==> src/ocpm_pkg.sv <==
// Overcurrent protection monitor: shared types, constants and register map.
// Used by every module of the block; depends on nothing else.
`timescale 1ns / 1ps

package ocpm_pkg;

  // Field widths
  localparam int unsigned SAMPLE_W   = 10;
  localparam int unsigned TIME_W     = 32;
  localparam int unsigned MS_W       = 16;
  localparam int unsigned COUNT_W    = 8;
  localparam int unsigned AVG_W      = 16;
  localparam int unsigned CFG_DATA_W = 16;
  localparam int unsigned CFG_IDX_W  = 3;

  // Block sum holds up to 128 full-scale samples
  localparam int unsigned SUM_W      = 17;
  // Scaled sum plus rounding term: sum * 64 + samples / 2
  localparam int unsigned FRAC_W     = 6;
  localparam int unsigned NUM_W      = SUM_W + FRAC_W;

  localparam int unsigned AVG_SAMPLES_DEF = 100;
  localparam int unsigned QUEUE_DEPTH     = 2;

  // Register reset values
  localparam logic [SAMPLE_W-1:0] LIMIT_HIGH_RST   = SAMPLE_W'(880);
  localparam logic [SAMPLE_W-1:0] LIMIT_LOW_RST    = SAMPLE_W'(400);
  localparam logic [MS_W-1:0]     WINDOW_MS_RST    = MS_W'(2000);
  localparam logic [COUNT_W-1:0]  TRIP_COUNT_RST   = COUNT_W'(3);
  localparam logic [COUNT_W-1:0]  SHUTDOWN_LIM_RST = COUNT_W'(3);
  localparam logic [MS_W-1:0]     COOLDOWN_MS_RST  = MS_W'(2500);
  localparam logic [MS_W-1:0]     CLEAR_MS_RST     = MS_W'(65000);

  localparam logic [COUNT_W-1:0]  COUNT_MAX        = '1;

  typedef enum logic [CFG_IDX_W-1:0] {
    REG_LIMIT_HIGH   = 3'd0,
    REG_LIMIT_LOW    = 3'd1,
    REG_WINDOW_MS    = 3'd2,
    REG_TRIP_COUNT   = 3'd3,
    REG_SHUTDOWN_LIM = 3'd4,
    REG_COOLDOWN_MS  = 3'd5,
    REG_CLEAR_MS     = 3'd6,
    REG_ENABLE       = 3'd7
  } ocpm_reg_e;

  typedef struct packed {
    logic [SAMPLE_W-1:0] limit_high;
    logic [SAMPLE_W-1:0] limit_low;
    logic [MS_W-1:0]     trigger_window_ms;
    logic [COUNT_W-1:0]  triggers_to_trip;
    logic [COUNT_W-1:0]  shutdown_limit;
    logic [MS_W-1:0]     cooldown_ms;
    logic [MS_W-1:0]     count_clear_ms;
    logic                monitor_enable;
  } ocpm_cfg_t;

  // One classified word between front and back
  typedef struct packed {
    logic              oob;
    logic [TIME_W-1:0] now_ms;
    logic              avg_last;
    logic [SUM_W-1:0]  avg_sum;
  } ocpm_entry_t;

  function automatic logic [COUNT_W-1:0] sat_inc(input logic [COUNT_W-1:0] v);
    sat_inc = (v == COUNT_MAX) ? v : v + COUNT_W'(1);
  endfunction

endpackage

==> src/overcurrent_protection_monitor.sv <==
// Overcurrent protection monitor top level: register file, front end, queue
// and back end. Depends on ocpm_pkg, ocpm_front, ocpm_queue and ocpm_back.
//
//   channel  signals                        direction  word
//   in       in_valid_i / in_ready_o        input      sample_i, now_ms_i
//   out      out_valid_o / out_ready_i      output     nine result fields
//   cfg      cfg_we_i                       input      cfg_idx_i, cfg_data_i
//
// One word per cycle sustained while out_ready_i stays high; the word lands in
// the two-entry queue, and the back end loads the output register when it
// pops the word. The back end's combinational state update and
// divide-by-reciprocal multiply set the rate. Reset restores the configuration
// and protection state to their defaults; result fields and queue storage are
// not reset. A stalled output holds the result register; the queue absorbs up to two words before in_ready_o drops.
`timescale 1ns / 1ps

module overcurrent_protection_monitor import ocpm_pkg::*; #(
  parameter int unsigned AVG_SAMPLES = AVG_SAMPLES_DEF
) (
  input  logic                  clk_i,
  input  logic                  rst_ni,
  input  logic                  cfg_we_i,
  input  logic [CFG_IDX_W-1:0]  cfg_idx_i,
  input  logic [CFG_DATA_W-1:0] cfg_data_i,
  input  logic                  in_valid_i,
  output logic                  in_ready_o,
  input  logic [SAMPLE_W-1:0]   sample_i,
  input  logic [TIME_W-1:0]     now_ms_i,
  output logic                  out_valid_o,
  input  logic                  out_ready_i,
  output logic                  shut_down_o,
  output logic                  waiting_o,
  output logic                  waiting_first_o,
  output logic                  reactivate_o,
  output logic                  over_limit_o,
  output logic                  over_limit_first_o,
  output logic                  avg_valid_o,
  output logic [AVG_W-1:0]      average_o,
  output logic [COUNT_W-1:0]    trigger_count_o
);

  ocpm_cfg_t   cfg_q, cfg_d;
  ocpm_entry_t push_entry, pop_entry;
  logic        push, pop, q_full, q_valid;

  // Decode configuration writes
  always_comb begin
    cfg_d = cfg_q;
    if (cfg_we_i) begin
      unique case (ocpm_reg_e'(cfg_idx_i))
        REG_LIMIT_HIGH:   cfg_d.limit_high        = cfg_data_i[SAMPLE_W-1:0];
        REG_LIMIT_LOW:    cfg_d.limit_low         = cfg_data_i[SAMPLE_W-1:0];
        REG_WINDOW_MS:    cfg_d.trigger_window_ms = cfg_data_i[MS_W-1:0];
        REG_TRIP_COUNT:   cfg_d.triggers_to_trip  = cfg_data_i[COUNT_W-1:0];
        REG_SHUTDOWN_LIM: cfg_d.shutdown_limit    = cfg_data_i[COUNT_W-1:0];
        REG_COOLDOWN_MS:  cfg_d.cooldown_ms       = cfg_data_i[MS_W-1:0];
        REG_CLEAR_MS:     cfg_d.count_clear_ms    = cfg_data_i[MS_W-1:0];
        REG_ENABLE:       cfg_d.monitor_enable    = cfg_data_i[0];
        default:          cfg_d = cfg_q;
      endcase
    end
  end

  always_ff @(posedge clk_i or negedge rst_ni) begin
    if (!rst_ni) begin
      cfg_q.limit_high        <= LIMIT_HIGH_RST;
      cfg_q.limit_low         <= LIMIT_LOW_RST;
      cfg_q.trigger_window_ms <= WINDOW_MS_RST;
      cfg_q.triggers_to_trip  <= TRIP_COUNT_RST;
      cfg_q.shutdown_limit    <= SHUTDOWN_LIM_RST;
      cfg_q.cooldown_ms       <= COOLDOWN_MS_RST;
      cfg_q.count_clear_ms    <= CLEAR_MS_RST;
      cfg_q.monitor_enable    <= 1'b1;
    end else begin
      cfg_q <= cfg_d;
    end
  end

  ocpm_front #(
    .AVG_SAMPLES (AVG_SAMPLES)
  ) u_front (
    .clk_i      (clk_i),
    .rst_ni     (rst_ni),
    .cfg_i      (cfg_q),
    .in_valid_i (in_valid_i),
    .in_ready_o (in_ready_o),
    .sample_i   (sample_i),
    .now_ms_i   (now_ms_i),
    .q_full_i   (q_full),
    .push_o     (push),
    .entry_o    (push_entry)
  );

  ocpm_queue u_queue (
    .clk_i   (clk_i),
    .rst_ni  (rst_ni),
    .push_i  (push),
    .entry_i (push_entry),
    .full_o  (q_full),
    .pop_i   (pop),
    .valid_o (q_valid),
    .entry_o (pop_entry)
  );

  ocpm_back #(
    .AVG_SAMPLES (AVG_SAMPLES)
  ) u_back (
    .clk_i              (clk_i),
    .rst_ni             (rst_ni),
    .cfg_i              (cfg_q),
    .q_valid_i          (q_valid),
    .entry_i            (pop_entry),
    .pop_o              (pop),
    .out_valid_o        (out_valid_o),
    .out_ready_i        (out_ready_i),
    .shut_down_o        (shut_down_o),
    .waiting_o          (waiting_o),
    .waiting_first_o    (waiting_first_o),
    .reactivate_o       (reactivate_o),
    .over_limit_o       (over_limit_o),
    .over_limit_first_o (over_limit_first_o),
    .avg_valid_o        (avg_valid_o),
    .average_o          (average_o),
    .trigger_count_o    (trigger_count_o)
  );

endmodule

==> src/ocpm_front.sv <==
// Front end: accepts sample words, flags out-of-band samples, builds block sums.
// Depends on ocpm_pkg; feeds ocpm_queue.
`timescale 1ns / 1ps

module ocpm_front import ocpm_pkg::*; #(
  parameter int unsigned AVG_SAMPLES = AVG_SAMPLES_DEF
) (
  input  logic                clk_i,
  input  logic                rst_ni,
  input  ocpm_cfg_t           cfg_i,
  input  logic                in_valid_i,
  output logic                in_ready_o,
  input  logic [SAMPLE_W-1:0] sample_i,
  input  logic [TIME_W-1:0]   now_ms_i,
  input  logic                q_full_i,
  output logic                push_o,
  output ocpm_entry_t         entry_o
);

  localparam int unsigned CNT_W = $clog2(AVG_SAMPLES);
  localparam logic [CNT_W-1:0] CNT_LAST = CNT_W'(AVG_SAMPLES - 1);

  logic [SUM_W-1:0] sum_q, sum_d, sum_new;
  logic [CNT_W-1:0] cnt_q, cnt_d;
  logic             last;

  assign in_ready_o = !q_full_i;
  assign push_o     = in_valid_i && in_ready_o;

  // Add the sample to the running block sum
  assign sum_new = sum_q + SUM_W'(sample_i);
  assign last    = (cnt_q == CNT_LAST);

  always_comb begin
    sum_d = sum_q;
    cnt_d = cnt_q;
    if (push_o) begin
      sum_d = last ? '0 : sum_new;
      cnt_d = last ? '0 : cnt_q + CNT_W'(1);
    end
  end

  // Classify the word
  always_comb begin
    entry_o.oob      = (sample_i >= cfg_i.limit_high) || (sample_i <= cfg_i.limit_low);
    entry_o.now_ms   = now_ms_i;
    entry_o.avg_last = last;
    entry_o.avg_sum  = sum_new;
  end

  always_ff @(posedge clk_i or negedge rst_ni) begin
    if (!rst_ni) begin
      sum_q <= '0;
      cnt_q <= '0;
    end else begin
      sum_q <= sum_d;
      cnt_q <= cnt_d;
    end
  end

endmodule

==> src/ocpm_queue.sv <==
// Short FIFO of classified words between front and back end.
// Depends on ocpm_pkg for the entry type and depth.
`timescale 1ns / 1ps

module ocpm_queue import ocpm_pkg::*; (
  input  logic        clk_i,
  input  logic        rst_ni,
  input  logic        push_i,
  input  ocpm_entry_t entry_i,
  output logic        full_o,
  input  logic        pop_i,
  output logic        valid_o,
  output ocpm_entry_t entry_o
);

  localparam int unsigned PTR_W = $clog2(QUEUE_DEPTH);
  localparam int unsigned CNT_W = $clog2(QUEUE_DEPTH + 1);
  localparam logic [PTR_W-1:0] PTR_LAST = PTR_W'(QUEUE_DEPTH - 1);

  ocpm_entry_t      mem_q [QUEUE_DEPTH];
  logic [PTR_W-1:0] wr_q, wr_d, rd_q, rd_d;
  logic [CNT_W-1:0] cnt_q, cnt_d;

  assign full_o  = (cnt_q == CNT_W'(QUEUE_DEPTH));
  assign valid_o = (cnt_q != '0);
  assign entry_o = mem_q[rd_q];

  // Advance pointers and fill count
  always_comb begin
    wr_d  = wr_q;
    rd_d  = rd_q;
    cnt_d = cnt_q;
    if (push_i) begin
      wr_d = (wr_q == PTR_LAST) ? '0 : wr_q + PTR_W'(1);
    end
    if (pop_i) begin
      rd_d = (rd_q == PTR_LAST) ? '0 : rd_q + PTR_W'(1);
    end
    if (push_i && !pop_i) begin
      cnt_d = cnt_q + CNT_W'(1);
    end else if (pop_i && !push_i) begin
      cnt_d = cnt_q - CNT_W'(1);
    end
  end

  always_ff @(posedge clk_i or negedge rst_ni) begin
    if (!rst_ni) begin
      wr_q  <= '0;
      rd_q  <= '0;
      cnt_q <= '0;
    end else begin
      wr_q  <= wr_d;
      rd_q  <= rd_d;
      cnt_q <= cnt_d;
    end
  end

  // Store the word
  always_ff @(posedge clk_i) begin
    if (push_i) begin
      mem_q[wr_q] <= entry_i;
    end
  end

endmodule

==> src/ocpm_back.sv <==
// Back end: trigger window, shutdown and cool-down state, block average
// and the registered result word. Depends on ocpm_pkg; fed by ocpm_queue.
`timescale 1ns / 1ps

module ocpm_back import ocpm_pkg::*; #(
  parameter int unsigned AVG_SAMPLES = AVG_SAMPLES_DEF
) (
  input  logic               clk_i,
  input  logic               rst_ni,
  input  ocpm_cfg_t          cfg_i,
  input  logic               q_valid_i,
  input  ocpm_entry_t        entry_i,
  output logic               pop_o,
  output logic               out_valid_o,
  input  logic               out_ready_i,
  output logic               shut_down_o,
  output logic               waiting_o,
  output logic               waiting_first_o,
  output logic               reactivate_o,
  output logic               over_limit_o,
  output logic               over_limit_first_o,
  output logic               avg_valid_o,
  output logic [AVG_W-1:0]   average_o,
  output logic [COUNT_W-1:0] trigger_count_o
);

  // Exact divide by AVG_SAMPLES through a reciprocal
  localparam int unsigned SHIFT = NUM_W + $clog2(AVG_SAMPLES);
  localparam int unsigned MUL_W = NUM_W + 1;
  localparam longint unsigned RECIP_L =
    ((64'd1 << SHIFT) + 64'(AVG_SAMPLES) - 64'd1) / 64'(AVG_SAMPLES);
  localparam logic [MUL_W-1:0] RECIP = MUL_W'(RECIP_L);
  localparam logic [NUM_W-1:0] ROUND = NUM_W'(AVG_SAMPLES / 2);

  // Protection state
  logic               insd_q, insd_d;
  logic               wo_q, wo_d;
  logic [COUNT_W-1:0] trig_q, trig_d;
  logic [TIME_W-1:0]  ws_q, ws_d;
  logic [TIME_W-1:0]  ss_q, ss_d;
  logic [COUNT_W-1:0] sc_q, sc_d;
  logic               fwm_q, fwm_d;
  logic               fom_q, fom_d;

  // Step flags
  logic               waiting, waiting_first, reactivate, over, over_first;

  // Average path
  logic [NUM_W-1:0]       num;
  logic [NUM_W+MUL_W-1:0] prod;
  logic [AVG_W-1:0]       avg;

  logic out_valid_q;

  assign pop_o       = q_valid_i && (!out_valid_q || out_ready_i);
  assign out_valid_o = out_valid_q;

  // Scale, round and divide the block sum
  assign num  = {entry_i.avg_sum, {FRAC_W{1'b0}}} + ROUND;
  assign prod = (NUM_W + MUL_W)'(num) * (NUM_W + MUL_W)'(RECIP);
  assign avg  = entry_i.avg_last ? prod[SHIFT +: AVG_W] : '0;

  // Update the protection state for one word
  always_comb begin
    logic              opened;
    logic              trip;
    logic              at_limit;
    logic [TIME_W-1:0] diff_ws;
    logic [TIME_W-1:0] diff_ss;
    logic [TIME_W-1:0] win_age;
    logic [TIME_W-1:0] since_ss;

    insd_d = insd_q;
    wo_d   = wo_q;
    trig_d = trig_q;
    ws_d   = ws_q;
    ss_d   = ss_q;
    sc_d   = sc_q;
    fwm_d  = fwm_q;
    fom_d  = fom_q;

    waiting       = 1'b0;
    waiting_first = 1'b0;
    reactivate    = 1'b0;
    over          = 1'b0;
    over_first    = 1'b0;

    opened   = 1'b0;
    trip     = 1'b0;
    at_limit = 1'b0;
    diff_ws  = entry_i.now_ms - ws_q;
    diff_ss  = entry_i.now_ms - ss_q;
    win_age  = '0;
    since_ss = '0;

    if (cfg_i.monitor_enable) begin
      // Count triggers inside the window, trip or close it
      if (!insd_q) begin
        if (entry_i.oob) begin
          if (!wo_q) begin
            ws_d   = entry_i.now_ms;
            trig_d = '0;
            wo_d   = 1'b1;
            opened = 1'b1;
          end
          trig_d = sat_inc(trig_d);
        end
        win_age = opened ? '0 : diff_ws;
        if (wo_d) begin
          if (trig_d >= cfg_i.triggers_to_trip) begin
            ss_d   = entry_i.now_ms;
            insd_d = 1'b1;
            sc_d   = sat_inc(sc_q);
            trip   = 1'b1;
          end else if (win_age >= TIME_W'(cfg_i.trigger_window_ms)) begin
            wo_d   = 1'b0;
            trig_d = '0;
          end
        end
      end

      since_ss = trip ? '0 : diff_ss;

      // Hold through cool down, then reactivate
      if (insd_d) begin
        at_limit = (sc_d >= cfg_i.shutdown_limit);
        if (since_ss <= TIME_W'(cfg_i.cooldown_ms)) begin
          waiting       = 1'b1;
          waiting_first = fwm_q;
          fwm_d         = 1'b0;
        end else begin
          reactivate = 1'b1;
          insd_d     = 1'b0;
          wo_d       = 1'b0;
          trig_d     = '0;
          fwm_d      = 1'b1;
          if (at_limit) begin
            sc_d  = '0;
            fom_d = 1'b1;
          end
        end
        if (at_limit) begin
          over       = 1'b1;
          over_first = fom_d;
          fom_d      = 1'b0;
        end
      end

      // Drop the shutdown count after a long quiet time
      if ((since_ss > TIME_W'(cfg_i.count_clear_ms)) && (sc_d != '0)) begin
        sc_d = '0;
      end
    end
  end

  always_ff @(posedge clk_i or negedge rst_ni) begin
    if (!rst_ni) begin
      insd_q      <= 1'b0;
      wo_q        <= 1'b0;
      trig_q      <= '0;
      ws_q        <= '0;
      ss_q        <= '0;
      sc_q        <= '0;
      fwm_q       <= 1'b1;
      fom_q       <= 1'b1;
      out_valid_q <= 1'b0;
    end else begin
      if (pop_o) begin
        insd_q <= insd_d;
        wo_q   <= wo_d;
        trig_q <= trig_d;
        ws_q   <= ws_d;
        ss_q   <= ss_d;
        sc_q   <= sc_d;
        fwm_q  <= fwm_d;
        fom_q  <= fom_d;
      end
      if (pop_o) begin
        out_valid_q <= 1'b1;
      end else if (out_ready_i) begin
        out_valid_q <= 1'b0;
      end
    end
  end

  // Load the result word
  always_ff @(posedge clk_i) begin
    if (pop_o) begin
      shut_down_o        <= insd_d;
      waiting_o          <= waiting;
      waiting_first_o    <= waiting_first;
      reactivate_o       <= reactivate;
      over_limit_o       <= over;
      over_limit_first_o <= over_first;
      avg_valid_o        <= entry_i.avg_last;
      average_o          <= avg;
      trigger_count_o    <= trig_d;
    end
  end

endmodule

==> config.mk <==
export PLATFORM = sky130hd
export DESIGN_NAME = overcurrent_protection_monitor
export DESIGN_NICKNAME = d
export VERILOG_FILES = /design/src/ocpm_pkg.sv /design/src/overcurrent_protection_monitor.sv /design/src/ocpm_front.sv /design/src/ocpm_queue.sv /design/src/ocpm_back.sv
export SDC_FILE = /design/constraint.sdc
export NUM_CORES = 1
export LEC_CHECK = 0
export ABC_AREA = 1
export BUFFER_PORTS_ARGS = -buffer_cell sky130_fd_sc_hd__buf_4
export CAP_MARGIN = 20
export CORE_AREA = 2 2 237 239
export DETAILED_ROUTE_END_ITERATION = 16
export DIE_AREA = 0 0 239 241
export GPL_ROUTABILITY_DRIVEN = 1
export PLACE_DENSITY = 0.77
export SLEW_MARGIN = 20
export SYNTH_ARGS = -nofsm -noshare
export SYNTH_HDL_FRONTEND = slang
export SYNTH_SLANG_ARGS = --single-unit
export TNS_END_PERCENT = 100
==> constraint.sdc <==
create_clock -name clk_i -period 8.05 [get_ports clk_i]
set_clock_uncertainty 0.15 [all_clocks]
set_input_delay 1.61 -clock clk_i [delete_from_list [all_inputs] [get_ports clk_i]]
set_output_delay 1.61 -clock clk_i [all_outputs]
set_load 0.1 [all_outputs]
==> metrics, run 1 <==
Rows=86; post-CTS setup buffer count=0; Max Cap Violations=0; Die X=239 um; Clock Path Buffers=3; Core Region=54900 um2; Sink Count=331; fmax=0.135 GHz; commonest non-fill, non-tap cells in the layout=785 x nand2_1, 587 x inv_1, 367 x ha_1; reg2reg end=u_back.average_o[13]$_SDFFCE_PN0P_; CP Launch Type=register; CTS clk-pin slew, worst paths=0.06 ns; H-tree levels=2; Final period util=92.0%; YS warnings=0; I/O pin cnt=99; top_reg_cell synth=dfrtp_1; delay of the slowest cell on the worst path=0.58 ns; flops & latches, synth=331; Cells after Synth=3276; IO Port Bufs=98; initial antenna violation count=3; sequential element share of the synthesized area=32.9%; drt drc=0; Clock Latency Late Sink=0.57 ns; launch point of the critical path=u_queue.rd_q$_DFFE_PN0P_; total CTS buffers=38; Period minus WS final=7.40 ns; DR pass1 iterations=5; CTS tree=done; worst reg2reg path depth=28; leading cell type in the layout, fill and taps excluded=nand2_1; half-perimeter wire length after placement=53.6 mm; Setup crit end kind=register; grt ovf=0; first-pass GRT wire length=110 mm; critical path type=register to register; CTS Hold Bufs=0; routability congestion estimate=0.996; fillcell total=4971; vias in the first global route=21.1k; critical path peak fanout=21; largest net degree at the start of global routing=81; Final setup viols=0; TNS Setup=0 ns; Die ar.=57600 um2; async set-reset flop share out of synthesis=59.8%; reg2reg setup slack=0.65 ns; status=complete, no violations; Vias=21.7k; DRT Wirelength=67.7 mm; Hold Violations, Final=0; CP Data Required Time=8.20 ns; clock root buffer=clkbuf_16; Cells on Worst Hold Path=2; wire length per cell=16.5 um; post-CTS sizing=0; Worst Setup EP=u_back.average_o[13]$_SDFFCE_PN0P_; DR vias/cell=5.27; area grow syn2layout=10.6%; Die Y=241 um; gr usage total=24.1%; unique cell type count in the Yosys netlist=60; RSZ-0062 raised after global routing=false; Avg Cell Area, Syn=8.34 um2; Worst path most repeated cell=fa_1; number of enable flip-flop cells after synthesis=133; Syn Std Cell Area=27300 um2; post-route ant nets=0; Slowest-stage cell, CP=fa_1; worst min-delay path class=register to register; Initial Utilization=49.8%; initial DRC count=1392; diode count=0; Tightest Pin Transition=0.994 ns; Critical R2R Launch=u_queue.rd_q$_DFFE_PN0P_; max-slew violation count=0; Slew Limit Headroom=33.8%; # nets final=3958; share of layout cells above drive strength 1=7.51%; CP arrival=7.55 ns
-- per-stage QoR --
step / area [um2] / hold WS (ns) / std cells / util (%) / setup WS, ns
after detailed placement: 28900 / 0.306 / 4041 / 52.6 / 0.709
after floorplan: 27300 / 0.290 / 3277 / - / 0.977
after global placement: 28900 / 0.302 / 4041 / 52.6 / 0.796
after global routing: 30200 / 0.351 / 4111 / 55.0 / 0.0827
after CTS: 30200 / 0.313 / 4111 / 55.0 / 0.664
final: 30200 / 0.309 / 4111 / 55.0 / 0.648
-- sequential cells by signal, summed over array words and instances (netlist names), 7 cells and up --
register and count:
cfg_q 85, u_back.average_o 16, u_back.sc_q 8, u_back.ss_q 32
u_back.trig_q 8, u_back.trigger_count_o 8, u_back.ws_q 32, u_front.cnt_q 7
u_front.sum_q 17, u_queue.mem_q 102
-- cells in the mapped netlist (2+ instances only) --
cell / number / share of area [%]
o211ai_1: 5 / 0.14
inv_2: 4 / 0.055
nand2_2: 3 / 0.069
a21o_1: 11 / 0.30
o21a_1: 11 / 0.30
and3_1: 4 / 0.092
clkbuf_1: 47 / 0.65
o21ai_0: 273 / 5.0
dfrtp_1: 161 / 15
o2111ai_1: 2 / 0.064
dfstp_2: 37 / 3.6
edfxtp_1: 133 / 15
nand2_4: 2 / 0.082
o21ai_1: 3 / 0.055
a21oi_1: 190 / 3.5
nor4b_1: 2 / 0.064
xnor2_1: 19 / 0.61
o21bai_1: 11 / 0.30
nand4_1: 22 / 0.50
o221ai_1: 2 / 0.064
a211oi_1: 6 / 0.16
nand3_1: 113 / 2.1
inv_1: 587 / 8.1
nand3b_1: 10 / 0.27
ha_1: 367 / 17
a31oi_1: 8 / 0.18
o22ai_1: 6 / 0.14
or2_2: 18 / 0.41
a22o_1: 10 / 0.32
nor4_1: 8 / 0.18
a21boi_0: 3 / 0.082
nor3_1: 21 / 0.38
xor2_1: 30 / 0.96
buf_6: 5 / 0.21
nor2_1: 186 / 2.6
fa_1: 148 / 11
nand2_1: 785 / 11
-- critical path: cells and delay by family (launching register included) --
kind / cells / cell delay [ns]
compound gates: 9 / 1.38
fa+ha+maj: 8 / 3.87
buf+inv: 5 / 0.58
flops: 1 / 0.46
simple gates: 6 / 0.68
-- worst min path at each step --
stage                                        start                        to  slack [ns]
after floorplan           u_back.fom_q$_DFFE_PN1P_  u_back.fom_q$_DFFE_PN1P_        0.29
after global placement    u_back.fom_q$_DFFE_PN1P_  u_back.fom_q$_DFFE_PN1P_        0.30
after detailed placement  u_back.fom_q$_DFFE_PN1P_  u_back.fom_q$_DFFE_PN1P_        0.31
after CTS                 u_back.fom_q$_DFFE_PN1P_  u_back.fom_q$_DFFE_PN1P_        0.31
after global routing         cfg_q[76]$_DFFE_PN0P_     cfg_q[76]$_DFFE_PN0P_        0.35
final                     u_back.fom_q$_DFFE_PN1P_  u_back.fom_q$_DFFE_PN1P_        0.31
-- layer usage --
metal / track usage [%] / part of all wire, % / up-vias
met4: 6.00 / 2.1 / 6
met3: 3.65 / 6.4 / 101
met1: 34.2 / 47 / 10200
met5: 0 / 0.058 / -
met2: 38.7 / 45 / 579
li1: - / - / 10800
-- final cells by class --
class                   instances  area, um2  share of cell area, %
clock buffers                  50       1040                   3.43
flip-flops and latches        331       9000                   29.8
inverters                     593       2230                   7.38
multi-input cells            2299      15900                   52.6
clock inverters                20        312                   1.03
well taps                     704        881                   2.92
repair buffers                114        862                   2.85
-- cell families after synthesis --
group                      share of synthesized area, %
buffers and inverters                              9.05
and+or+nand+nor                                    17.8
adders and majority gates                          27.7
other                                            0.0137
DFF                                                32.9
AOI/OAI and AO/OA                                  10.9
muxes                                            0.0779
xor gates and xnor gates                           1.57
Power of run 1 is left out: the tool's default activity adds up to more than one toggle a clock period on the data nets, which glitch-free logic cannot reach.
==> run 2: changes to the inputs <==
--- a/config.mk
+++ b/config.mk
@@ -8,9 +8,9 @@
 export ABC_AREA = 1
 export BUFFER_PORTS_ARGS = -buffer_cell sky130_fd_sc_hd__buf_4
 export CAP_MARGIN = 20
-export CORE_AREA = 2 2 237 239
+export CORE_AREA = 2 2 169 336
 export DETAILED_ROUTE_END_ITERATION = 16
-export DIE_AREA = 0 0 239 241
+export DIE_AREA = 0 0 171 338
 export GPL_ROUTABILITY_DRIVEN = 1
 export PLACE_DENSITY = 0.77
 export SLEW_MARGIN = 20
==> run 2 against run 1 <==
Routed wire length is 12% higher. Register-to-register slack worse by 0.11 ns. Sequential cell count unchanged. Core utilization fell by 0.71 points. Via count rose by 2.5%. Critical path type unchanged.
==> metrics, run 2 (synthesized netlist as in run 1, its figures left out) <==
status=complete, no violations; Regs by FF count=u_queue.mem_q x102, cfg_q x85; Rows=122; Die Y=338 um; met2 wire length=41.0 mm; # nets final=3956; Period minus WS final=7.51 ns; share of layout cells above drive strength 1=7.47%; half-perimeter wire length after placement=61.7 mm; post-route ant nets=0; grt ovf=0; drt drc=0; leading cell type in the layout, fill and taps excluded=nand2_1; Slowest-stage cell, CP=fa_1; critical path peak fanout=32; Die X=171 um; worst min-delay path class=register to register; area grow syn2layout=9.93%; WL met1=24.6 mm; CTS tree=done; Core Region=55300 um2; initial DRC count=1247; CP arrival=7.72 ns; CP Data Required Time=8.26 ns; max reg flops=102; Slew Limit Headroom=18.2%; H-tree levels=1; commonest non-fill, non-tap cells in the layout=784 x nand2_1, 585 x inv_1, 367 x ha_1; initial antenna violation count=2; Biggest register=u_queue.mem_q; DR vias/cell=5.36; fillcell total=5131; largest net degree at the start of global routing=146; gr usage total=26.9%; CP Launch Type=register; clock root buffer=clkbuf_16; Clock Path Buffers=3; Setup crit end kind=register; metal3 WL=2.69 mm; fmax=0.133 GHz; Final period util=93.3%; sequential cell area=9000 um2; vias in the first global route=23.1k; area of the multi-input gates=15900 um2; RSZ-0062 raised after global routing=false; DR pass1 iterations=6; Worst path most repeated cell=nand2_1; DRT Wirelength=75.7 mm; Hold Violations, Final=0; Clock Latency Late Sink=0.64 ns; Sink Count=331; Max Used Layer=met5; Placed Cells=4087; Initial Utilization=49.4%; critical path type=register to register; wire length per cell=18.3 um; CTS clk-pin slew, worst paths=0.07 ns; first-pass GRT wire length=118 mm; Die ar.=57800 um2; post-CTS setup buffer count=0; TNS Setup=0 ns; max-slew violation count=0; I/O pin cnt=99; Vias=22.2k; delay of the slowest cell on the worst path=0.53 ns; Final setup viols=0; total CTS buffers=30; Max Cap Violations=0; Post-Layout Cell Count=4144; IO Port Bufs=98; Tightest Pin Transition=1.21 ns; routability congestion estimate=1.04
[run 2: routing by layer]
layer	track usage, %	vias up
met1	24.7	10500
met4	21.9	2
met2	51.9	628
met3	2.92	290
li1	-	10800
met5	0	-
[run 2: final cells by class]
cell class | instances | share of cell area, %
antenna | 1 | 0.00834
clock buffer | 35 | 2.60
clock inverter | 21 | 0.900
inverter | 593 | 7.42
multi-input combinational | 2299 | 52.9
sequential | 331 | 30.0
tap | 744 | 3.10
timing repair buffer | 120 | 3.06
[run 2: worst paths after layout]
kind	startpoint	slack [ns]	depth (start not counted)	endpoint
setup / recovery	u_queue.rd_q$_DFFE_PN0P_	0.54	31	u_back.average_o[15]$_SDFFCE_PN0P_
hold / removal	u_back.fom_q$_DFFE_PN1P_	0.32	2	u_back.fom_q$_DFFE_PN1P_
setup reg to reg	u_queue.rd_q$_DFFE_PN0P_	0.54	31	u_back.average_o[15]$_SDFFCE_PN0P_
hold reg to reg	u_back.fom_q$_DFFE_PN1P_	0.32	2	u_back.fom_q$_DFFE_PN1P_
max in group asynchronous	rst_ni	5.74	2	u_back.sc_q[5]$_DFFE_PN0P_
min in group asynchronous	rst_ni	0.81	1	u_back.ws_q[13]$_DFFE_PN0P_
[run 2: through the flow]
step / hold WS, ns / util, % / area (um2) / setup slack, ns
global placement: 0.305 / 52.4 / 29000 / 0.500
finish: 0.321 / 54.3 / 30000 / 0.536
detailed placement: 0.308 / 52.4 / 29000 / 0.444
global route: 0.355 / 54.3 / 30000 / 0.0236
floorplan: 0.290 / - / 27300 / 0.977
CTS: 0.320 / 54.3 / 30000 / 0.440
[run 2: timing repair]
item                                    4_1_cts  5_1_grt
endpoints found under the setup margin        0        3
hold buffers                                  0        0
gates resized for setup                       0        3
[run 2: worst max-delay path, delay by kind of cell, from the launching register on]
family                   cells  cell delay [ns]
adder cells (fa/ha/maj)      8             3.58
AND/OR/NAND/NOR             13             1.69
flip-flops                   1             0.48
buffers and inverters        7             0.62
AO/OA/AOI/OAI                3             0.75
Power of run 2 is left out for the same reason.
